===== config.mk =====
export PLATFORM = sky130hd
export DESIGN_NAME = circular_deque_flat
export DESIGN_NICKNAME = d
export VERILOG_FILES = /design/src/rtl/cdq_pkg.sv /design/src/rtl/cdq_req_if.sv /design/src/rtl/cdq_rsp_if.sv /design/src/rtl/circular_deque.sv /design/src/rtl/cdq_cell.sv /design/src/rtl/cdq_ring.sv /design/src/rtl/cdq_ctrl.sv /design/src/flat_wrapper.sv
export SDC_FILE = /design/constraint.sdc
export NUM_CORES = 1
export LEC_CHECK = 0
export BUFFER_PORTS_ARGS = -buffer_cell sky130_fd_sc_hd__buf_2
export CAP_MARGIN = 40
export CORE_ASPECT_RATIO = 0.9
export CORE_MARGIN = 2
export CORE_UTILIZATION = 60
export CTS_CLUSTER_SIZE = 14
export DETAILED_ROUTE_END_ITERATION = 7
export PLACE_DENSITY = 0.77
export SLEW_MARGIN = 15
export SYNTH_ARGS = -nofsm -noshare
export SYNTH_HDL_FRONTEND = slang
export SYNTH_SLANG_ARGS = --single-unit

===== constraint.sdc =====
create_clock -name clock -period 9.11 [get_ports clock]
set_input_delay 0.4555 -clock clock [delete_from_list [all_inputs] [get_ports clock]]
set_output_delay 0.4555 -clock clock [all_outputs]
set_load 0.01 [all_outputs]

===== src/rtl/cdq_pkg.sv =====
package cdq_pkg;

   localparam int DEPTH    = 64;
   localparam int ELEM_W   = 8;
   localparam int PTR_W    = (DEPTH > 1) ? $clog2(DEPTH) : 1;
   localparam int FUNC_W   = 3;
   localparam int STATUS_W = 2;

   typedef logic [PTR_W-1:0]  ptr_type;
   typedef logic [ELEM_W-1:0] elem_type;

   localparam ptr_type PTR_LAST = PTR_W'(DEPTH - 1);

   typedef enum logic [FUNC_W-1:0] {
      FN_PUSH_REAR  = 3'd0,
      FN_PUSH_FRONT = 3'd1,
      FN_POP_FRONT  = 3'd2,
      FN_POP_REAR   = 3'd3,
      FN_PEEK_FRONT = 3'd4,
      FN_PEEK_REAR  = 3'd5
   } func_type;

   typedef enum logic [STATUS_W-1:0] {
      ST_OK    = 2'd0,
      ST_FULL  = 2'd1,
      ST_EMPTY = 2'd2
   } status_type;

   // controller to ring: write at the ring port
   typedef struct packed {
      logic     wr_en;
      elem_type wr_data;
   } ring_ctl_type;

   // ring to controller: slot passing the port and its data
   typedef struct packed {
      ptr_type  port_ptr;
      elem_type port_data;
   } ring_stat_type;

   function automatic ptr_type ptr_next(ptr_type p);
      return (p == PTR_LAST) ? '0 : ptr_type'(p + 1'b1);
   endfunction

   function automatic ptr_type ptr_prev(ptr_type p);
      return (p == '0) ? PTR_LAST : ptr_type'(p - 1'b1);
   endfunction

endpackage


===== src/rtl/cdq_req_if.sv =====
interface cdq_req_if import cdq_pkg::*; ();
   logic              valid;
   logic              ready;
   logic [FUNC_W-1:0] func;
   elem_type          item;

   modport source (output valid, output func, output item, input ready);
   modport sink   (input valid, input func, input item, output ready);
endinterface


===== src/rtl/cdq_rsp_if.sv =====
interface cdq_rsp_if import cdq_pkg::*; ();
   logic                valid;
   logic                ready;
   elem_type            read_byte;
   logic [STATUS_W-1:0] status;
   logic                now_empty;
   logic                now_full;

   modport source (output valid, output read_byte, output status, output now_empty,
                   output now_full, input ready);
   modport sink   (input valid, input read_byte, input status, input now_empty,
                   input now_full, output ready);
endinterface


===== src/rtl/circular_deque.sv =====
// a rejected or unused request gives its result in the cycle after it is taken;
// a push, pop or peek waits for its slot to turn past the ring port
// one request at a time: a new one is taken only once the last is done, as set by the
// rotation of the DEPTH-cell ring past its single access port
// reset: synchronous, active high; clears pointers and handshake state, slot data is
// left as is and is only read after it was written
module circular_deque import cdq_pkg::*; (
   input  logic      clock,
   input  logic      reset,
   cdq_req_if.sink   req_ch,
   cdq_rsp_if.source rsp_ch
);

   ring_ctl_type  ring_ctl;
   ring_stat_type ring_stat;

   cdq_ctrl u_ctrl (
      .clock  (clock),
      .reset  (reset),
      .req_ch (req_ch),
      .rsp_ch (rsp_ch),
      .stat   (ring_stat),
      .ctl    (ring_ctl)
   );

   cdq_ring u_ring (
      .clock (clock),
      .reset (reset),
      .ctl   (ring_ctl),
      .stat  (ring_stat)
   );

endmodule


===== src/rtl/cdq_cell.sv =====
module cdq_cell import cdq_pkg::*; (
   input  logic     clock,
   input  elem_type shift_in,
   input  logic     load_en,
   input  elem_type load_data,
   output elem_type data_out
);

   elem_type data_ff;
   elem_type data_in;

   always_comb begin
      data_in = load_en ? load_data : shift_in;
   end

   always_ff @(posedge clock) begin
      data_ff <= data_in;
   end

   assign data_out = data_ff;

endmodule


===== src/rtl/cdq_ring.sv =====
module cdq_ring import cdq_pkg::*; (
   input  logic          clock,
   input  logic          reset,
   input  ring_ctl_type  ctl,
   output ring_stat_type stat
);

   elem_type chain [DEPTH];
   ptr_type  port_ptr_ff;
   ptr_type  port_ptr_in;

   // the ring turns every cycle; the last cell feeds the first through the port
   for (genvar i = 0; i < DEPTH; i++) begin : g_cell
      if (i == 0) begin : g_port
         cdq_cell u_cell (
            .clock     (clock),
            .shift_in  (chain[DEPTH-1]),
            .load_en   (ctl.wr_en),
            .load_data (ctl.wr_data),
            .data_out  (chain[i])
         );
      end else begin : g_link
         cdq_cell u_cell (
            .clock     (clock),
            .shift_in  (chain[i-1]),
            .load_en   (1'b0),
            .load_data ('0),
            .data_out  (chain[i])
         );
      end
   end

   // slot held by the last cell steps back by one as the ring turns
   always_comb begin
      port_ptr_in = ptr_prev(port_ptr_ff);
   end

   always_ff @(posedge clock) begin
      if (reset) begin
         port_ptr_ff <= '0;
      end else begin
         port_ptr_ff <= port_ptr_in;
      end
   end

   assign stat.port_ptr  = port_ptr_ff;
   assign stat.port_data = chain[DEPTH-1];

endmodule


===== src/rtl/cdq_ctrl.sv =====
module cdq_ctrl import cdq_pkg::*; (
   input  logic          clock,
   input  logic          reset,
   cdq_req_if.sink       req_ch,
   cdq_rsp_if.source     rsp_ch,
   input  ring_stat_type stat,
   output ring_ctl_type  ctl
);

   typedef enum logic [1:0] {
      S_IDLE = 2'b01,
      S_SEEK = 2'b10
   } state_type;

   state_type state_ff, state_in;
   ptr_type   head_ff, head_in;
   ptr_type   tail_ff, tail_in;
   ptr_type   target_ff, target_in;
   logic      wr_ff, wr_in;
   elem_type  wdata_ff, wdata_in;

   logic                rsp_valid_ff, rsp_valid_in;
   elem_type            rsp_byte_ff, rsp_byte_in;
   logic [STATUS_W-1:0] rsp_status_ff, rsp_status_in;
   logic                rsp_empty_ff, rsp_empty_in;
   logic                rsp_full_ff, rsp_full_in;

   logic accept;
   logic hit;
   logic no_entries;
   logic is_full;
   logic access;

   assign req_ch.ready = (state_ff == S_IDLE) && (!rsp_valid_ff || rsp_ch.ready);
   assign accept       = req_ch.valid && req_ch.ready;
   assign no_entries   = (head_ff == tail_ff);
   assign is_full      = (ptr_next(tail_ff) == head_ff);
   assign hit          = (state_ff == S_SEEK) && (stat.port_ptr == target_ff);

   assign ctl.wr_en   = hit && wr_ff;
   assign ctl.wr_data = wdata_ff;

   always_comb begin
      state_in      = state_ff;
      head_in       = head_ff;
      tail_in       = tail_ff;
      target_in     = target_ff;
      wr_in         = wr_ff;
      wdata_in      = wdata_ff;
      rsp_valid_in  = rsp_valid_ff;
      rsp_byte_in   = rsp_byte_ff;
      rsp_status_in = rsp_status_ff;
      rsp_empty_in  = rsp_empty_ff;
      rsp_full_in   = rsp_full_ff;
      access        = 1'b0;

      if (rsp_valid_ff && rsp_ch.ready) begin
         rsp_valid_in = 1'b0;
      end

      if (accept) begin
         rsp_status_in = ST_OK;
         wr_in         = 1'b0;
         case (func_type'(req_ch.func))
            FN_PUSH_REAR: begin
               if (is_full) begin
                  rsp_status_in = ST_FULL;
               end else begin
                  access    = 1'b1;
                  wr_in     = 1'b1;
                  target_in = ptr_next(tail_ff);
                  tail_in   = ptr_next(tail_ff);
               end
            end
            FN_PUSH_FRONT: begin
               if (is_full) begin
                  rsp_status_in = ST_FULL;
               end else begin
                  access    = 1'b1;
                  wr_in     = 1'b1;
                  target_in = head_ff;
                  head_in   = ptr_prev(head_ff);
               end
            end
            FN_POP_FRONT: begin
               if (no_entries) begin
                  rsp_status_in = ST_EMPTY;
               end else begin
                  access    = 1'b1;
                  target_in = ptr_next(head_ff);
                  head_in   = ptr_next(head_ff);
               end
            end
            FN_POP_REAR: begin
               if (no_entries) begin
                  rsp_status_in = ST_EMPTY;
               end else begin
                  access    = 1'b1;
                  target_in = tail_ff;
                  tail_in   = ptr_prev(tail_ff);
               end
            end
            FN_PEEK_FRONT: begin
               if (no_entries) begin
                  rsp_status_in = ST_EMPTY;
               end else begin
                  access    = 1'b1;
                  target_in = ptr_next(head_ff);
               end
            end
            FN_PEEK_REAR: begin
               if (no_entries) begin
                  rsp_status_in = ST_EMPTY;
               end else begin
                  access    = 1'b1;
                  target_in = tail_ff;
               end
            end
            default: begin
            end
         endcase

         // flags reflect the pointers after this item
         wdata_in     = req_ch.item;
         rsp_byte_in  = '0;
         rsp_empty_in = (head_in == tail_in);
         rsp_full_in  = (ptr_next(tail_in) == head_in);
         if (access) begin
            state_in = S_SEEK;
         end else begin
            rsp_valid_in = 1'b1;
         end
      end

      // wait until the target slot passes the ring port
      if (hit) begin
         state_in     = S_IDLE;
         rsp_valid_in = 1'b1;
         if (!wr_ff) begin
            rsp_byte_in = stat.port_data;
         end
      end
   end

   always_ff @(posedge clock) begin
      if (reset) begin
         state_ff     <= S_IDLE;
         head_ff      <= '0;
         tail_ff      <= '0;
         rsp_valid_ff <= 1'b0;
      end else begin
         state_ff     <= state_in;
         head_ff      <= head_in;
         tail_ff      <= tail_in;
         rsp_valid_ff <= rsp_valid_in;
      end
   end

   always_ff @(posedge clock) begin
      target_ff     <= target_in;
      wr_ff         <= wr_in;
      wdata_ff      <= wdata_in;
      rsp_byte_ff   <= rsp_byte_in;
      rsp_status_ff <= rsp_status_in;
      rsp_empty_ff  <= rsp_empty_in;
      rsp_full_ff   <= rsp_full_in;
   end

   assign rsp_ch.valid     = rsp_valid_ff;
   assign rsp_ch.read_byte = rsp_byte_ff;
   assign rsp_ch.status    = rsp_status_ff;
   assign rsp_ch.now_empty = rsp_empty_ff;
   assign rsp_ch.now_full  = rsp_full_ff;

endmodule


===== src/flat_wrapper.sv =====
// flat-port wrapper written by rule: the top's interface ports become plain ports
module circular_deque_flat import cdq_pkg::*;
  (clock, reset, req_ch_valid, req_ch_func, req_ch_item, req_ch_ready, rsp_ch_valid, rsp_ch_read_byte, rsp_ch_status, rsp_ch_now_empty, rsp_ch_now_full, rsp_ch_ready);
  cdq_req_if req_ch_i ();
  cdq_rsp_if rsp_ch_i ();
  input  logic clock;
  input  logic reset;
  input wire logic [$bits(req_ch_i.valid)-1:0] req_ch_valid;
  input wire logic [$bits(req_ch_i.func)-1:0] req_ch_func;
  input wire logic [$bits(req_ch_i.item)-1:0] req_ch_item;
  output wire logic [$bits(req_ch_i.ready)-1:0] req_ch_ready;
  output wire logic [$bits(rsp_ch_i.valid)-1:0] rsp_ch_valid;
  output wire logic [$bits(rsp_ch_i.read_byte)-1:0] rsp_ch_read_byte;
  output wire logic [$bits(rsp_ch_i.status)-1:0] rsp_ch_status;
  output wire logic [$bits(rsp_ch_i.now_empty)-1:0] rsp_ch_now_empty;
  output wire logic [$bits(rsp_ch_i.now_full)-1:0] rsp_ch_now_full;
  input wire logic [$bits(rsp_ch_i.ready)-1:0] rsp_ch_ready;
  assign req_ch_i.valid = req_ch_valid;
  assign req_ch_i.func = req_ch_func;
  assign req_ch_i.item = req_ch_item;
  assign req_ch_ready = req_ch_i.ready;
  assign rsp_ch_valid = rsp_ch_i.valid;
  assign rsp_ch_read_byte = rsp_ch_i.read_byte;
  assign rsp_ch_status = rsp_ch_i.status;
  assign rsp_ch_now_empty = rsp_ch_i.now_empty;
  assign rsp_ch_now_full = rsp_ch_i.now_full;
  assign rsp_ch_i.ready = rsp_ch_ready;
  circular_deque u_core (.clock(clock), .reset(reset), .req_ch(req_ch_i), .rsp_ch(rsp_ch_i));
endmodule

==> key figures <==
Logic synthesis
  • Syn Nets: 987
  • Most used DFF post-synth: dfxtp_1
  • Cell taking the most area after synthesis: dfxtp_1
  • Post-synthesis simple-gate area fraction: 6.866%
  • Cell variety after synth: 75
  • Mean post-synth cell area: 14.52 µm²
  • Yosys reg bits: 560
  • Adder-cell area share of the yosys netlist: 0.7152%
  • Number of flops mapped to enable cells by yosys: 19
  • Synth Cell Area: 14,000 µm²
  • Ys async rst share: 0%
  • Largest family of logic cells by synthesized area: simple AND/OR/NAND/NOR gates
  • Post-Syn Instances: 964
  • Mux cell area share after synthesis: 1.225%
  • Synth Area in Compound Gates: 5.820%
  • Post-synth top area share: 77.38%
  • Xor and xnor area share after synthesis: 2.137%
  • Seq/Total Area, Yosys: 81.46%
  • YS warnings: 0
  • Synth top area cells: dfxtp_1, edfxtp_1, nand2_1

Setup path
  • R2R Setup Slk: 4.19 ns
  • R2r worst-path depth: 14
  • Crit. End Element: flop
  • Reg-to-Reg End: u_core.u_ctrl.rsp_ch.now_full$_DFFE_PP_
  • CP Launch Type: flop
  • CP Class: flop to flop
  • R2R Path Start: u_core.u_ctrl.tail_ff[0]$_SDFFE_PP0P_
  • Largest fanout on the critical path: 14
  • Worst EP required: 9.41 ns
  • CP startpoint: u_core.u_ctrl.tail_ff[0]$_SDFFE_PP0P_
  • Crit path DAT: 5.22 ns

Power
  • Max VDD drop: 0.2112 mV
  • Reg power frac: 54.1%
  • Logic gate share of total power: 7.2%
  • Static leakage: 0.006334 µW
  • Tot Pwr: 4713 µW
  • Switching Share: 22.73%
  • Switch Pwr: 1071 µW
  • Internal power consumption: 3641 µW
  • Clock network power share: 38.7%
  • PD cells: 298.8 nW/µm²

Global route
  • Gr usage total: 19.71%
  • Global-route wire length before repair: 37.45 mm
  • Gr ovfl total: 0
  • Vias in the first global route: 6,931
  • Largest net degree at the start of global routing: 25
  • Initial antenna violation count: 0

Place
  • Gp weighted congestion: 0.9182
  • Post-DP Area: 14,380 µm²
  • Dpl hpwl: 12.59 mm
  • IO Port Bufs: 28

CTS
  • Setup bufs post-CTS: 0
  • Clock latency on the worst-skew pair: 0.55 ns
  • Total CTS buffers: 48
  • CTS tree: done
  • CTS H-tree depth: 2
  • Root buffer cell: clkbuf_16
  • Clock tree sinks: 560
  • Post-cts resize count: 0
  • CTS max path bufs: 3
  • Hold Buf Count CTS: 0
  • Clock slew at reported path FFs: 0.07 ns

Timing
  • Fin crit share: 54.01%
  • Slew at the pin with the worst max-slew slack: 0.8683 ns
  • Crit path time final: 4.920 ns
  • Setup TNS: 0 ns
  • Relative slew slack: 41.58%
  • WHS: 0.08553 ns
  • Hold Vio Cnt, Final: 0
  • Fmax: 203.2 MHz
  • Final setup fails: 0
  • Unrepaired setup endpoints after global routing: no
  • Skew final: 0.01279 ns
  • Final slew viol count: 0

Route
  • Starting DRT DRC Count: 536
  • Via density per instance: 5.103
  • WL/cell: 17.15 µm
  • Via count: 6,838
  • Detailed Route WL: 22.98 mm
  • Drt first pass iters: 6
  • # DRC: 0
  • Final ANT Viol Nets: 0

Die
  • Die ar.: 24,570 µm²
  • Initial Util: 60.47%
  • Cell Rows: 53
  • DIE WIDTH: 165.0 µm
  • I/O Pins: 29
  • Core area: 23,140 µm²
  • Die Y: 148.9 µm

Min path
  • Hold EP: u_core.u_ctrl.wdata_ff[3]$_DFFE_PP_
  • Worst min-delay path class: input pin to flop
  • Worst hold path cell count: 1
  • Hold Startpoint: req_ch_item[3]

Run
  • Max Cap Viol: 0

Cells and area
  • Post-layout net count: 1,037
  • Area grow syn2layout: 12.69%
  • Final instance area: 15,770 µm²
  • Layout cells sized above 1: 11.75%
  • Diodes inserted: 0
  • Fill cells: 1,506

Outcome
  • Status: finished, final reports clean
==> cells in the mapped netlist (all sizes together), types with 12 or more instances <==
master	n
nor2	45
a211oi	14
inv	15
edfxtp	19
clkbuf	17
buf	16
xor2	15
nand3	22
a21oi	28
xnor2	16
o21ai	18
nand2	49
nor3	12
dfxtp	541
==> state kept, by name, summed over array words and instances, names as in the netlist <==
| name | cells |
|---|---|
| u_core.u_ctrl.rsp_ch.read_byte | 8 |
| u_core.u_ctrl.target_ff | 6 |
| u_core.u_ring.g_cell.g_link.u_cell.data_out | 504 |
| u_core.u_ctrl.head_ff | 6 |
| u_core.u_ctrl.tail_ff | 6 |
| u_core.u_ctrl.state_ff | 2 |
| u_core.u_ctrl.wr_ff | 1 |
| u_core.u_ring.g_cell.g_port.u_cell.data_out | 8 |
| u_core.u_ctrl.rsp_ch.status | 2 |
| u_core.u_ctrl.rsp_ch.valid | 1 |
| u_core.u_ctrl.wdata_ff | 8 |
| u_core.u_ring.port_ptr_ff | 6 |
| u_core.u_ctrl.rsp_ch.now_empty | 1 |
| u_core.u_ctrl.rsp_ch.now_full | 1 |
==> layout make-up <==
| type | instances | area [µm²] | area share [%] |
|---|---|---|---|
| clock inverter | 8 | 82.58 | 0.5236 |
| multi-input combinational | 356 | 2347 | 14.88 |
| timing repair buffer | 33 | 197.7 | 1.253 |
| inverter | 15 | 56.30 | 0.3570 |
| sequential | 560 | 11400 | 72.29 |
| tap | 302 | 377.9 | 2.396 |
| clock buffer | 66 | 1309 | 8.298 |
==> metrics by stage <==
| step | cells | setup slack [ns] | util [%] |
|---|---|---|---|
| CTS | 1340 | 4.241 | 68.15 |
| floorplan | 964 | 4.987 | - |
| detailed placement | 1266 | 4.267 | 62.13 |
| global route | 1340 | 3.822 | 68.15 |
| global placement | 1265 | 4.416 | 62.02 |
| finish | 1340 | 4.190 | 68.15 |
==> power groups by stage <==
stage	sequential (µW)	combinational [µW]	clock, µW
floorplan	2580	280	0
global placement	2600	320	0
detailed placement	2600	330	0
CTS	2550	333	1860
global route	2560	372	1960
finish	2550	337	1820
==> layer usage <==
layer  up-vias  part of all wire [%]  GRT usage, %
met4         0                   2.0         6.304
met5         -                     0             0
li1       3329                     -             -
met1      3251                    47         27.83
met3        42                   5.2         3.864
met2       216                    46         30.90
==> worst max-delay path by stage <==
stage	cells after the start	to	slack [ns]
finish	14	u_core.u_ctrl.rsp_ch.now_full$_DFFE_PP_	4.19
global route	14	u_core.u_ctrl.rsp_ch.now_full$_DFFE_PP_	3.82
global placement	15	u_core.u_ctrl.rsp_ch.now_full$_DFFE_PP_	4.42
CTS	14	u_core.u_ctrl.rsp_ch.now_full$_DFFE_PP_	4.24
detailed placement	15	u_core.u_ctrl.rsp_ch.now_full$_DFFE_PP_	4.27
floorplan	18	u_core.u_ctrl.rsp_ch.now_full$_DFFE_PP_	4.99
==> critical path, stage by stage (launching register included) <==
cell      delay, ns
dfxtp_1        0.54
ha_1           0.51
nor4bb_2       0.42
nor4_1         0.10
o221a_1        0.26
or4_1          0.75
o311ai_4       0.55
ha_1           0.30
nand3_1        0.09
nor3b_1        0.20
a311o_1        0.26
and2_4         0.20
mux2i_1        0.21
o211ai_1       0.11
and3_1         0.17
==> cells by family (layout without fill, tap and decap cells) <==
group / count (synthesis) / in the layout
buf+inv: 48 / 122
mux: 16 / 16
flops: 560 / 560
fa+ha+maj: 8 / 8
simple gates: 188 / 188
xor+xnor: 32 / 32
compound gates: 112 / 112
==> cell usage in the layout (no fill, tap or decap), types with 3 or more instances in the layout <==
cell	count
clkbuf_8	4
dfxtp_1	541
a21o_1	4
nand3_1	21
buf_2	28
o211ai_1	6
nor2b_1	6
mux2i_1	7
a211oi_1	14
xor2_1	15
o31ai_1	4
o21ai_0	16
xnor2_1	16
nand4_1	4
and2_4	3
nand2_1	48
nor4_1	6
a21oi_1	28
o22ai_1	3
edfxtp_1	19
a31oi_1	5
nor3b_1	4
nand3b_1	3
and3_1	7
inv_1	15
nand2b_1	3
buf_4	4
clkbuf_16	48
mux2_2	9
and2_1	4
ha_1	8
or3_1	6
nor3_1	12
nor2_1	45
inv_6	3
clkbuf_1	14
(Power assumes the default switching activity.)
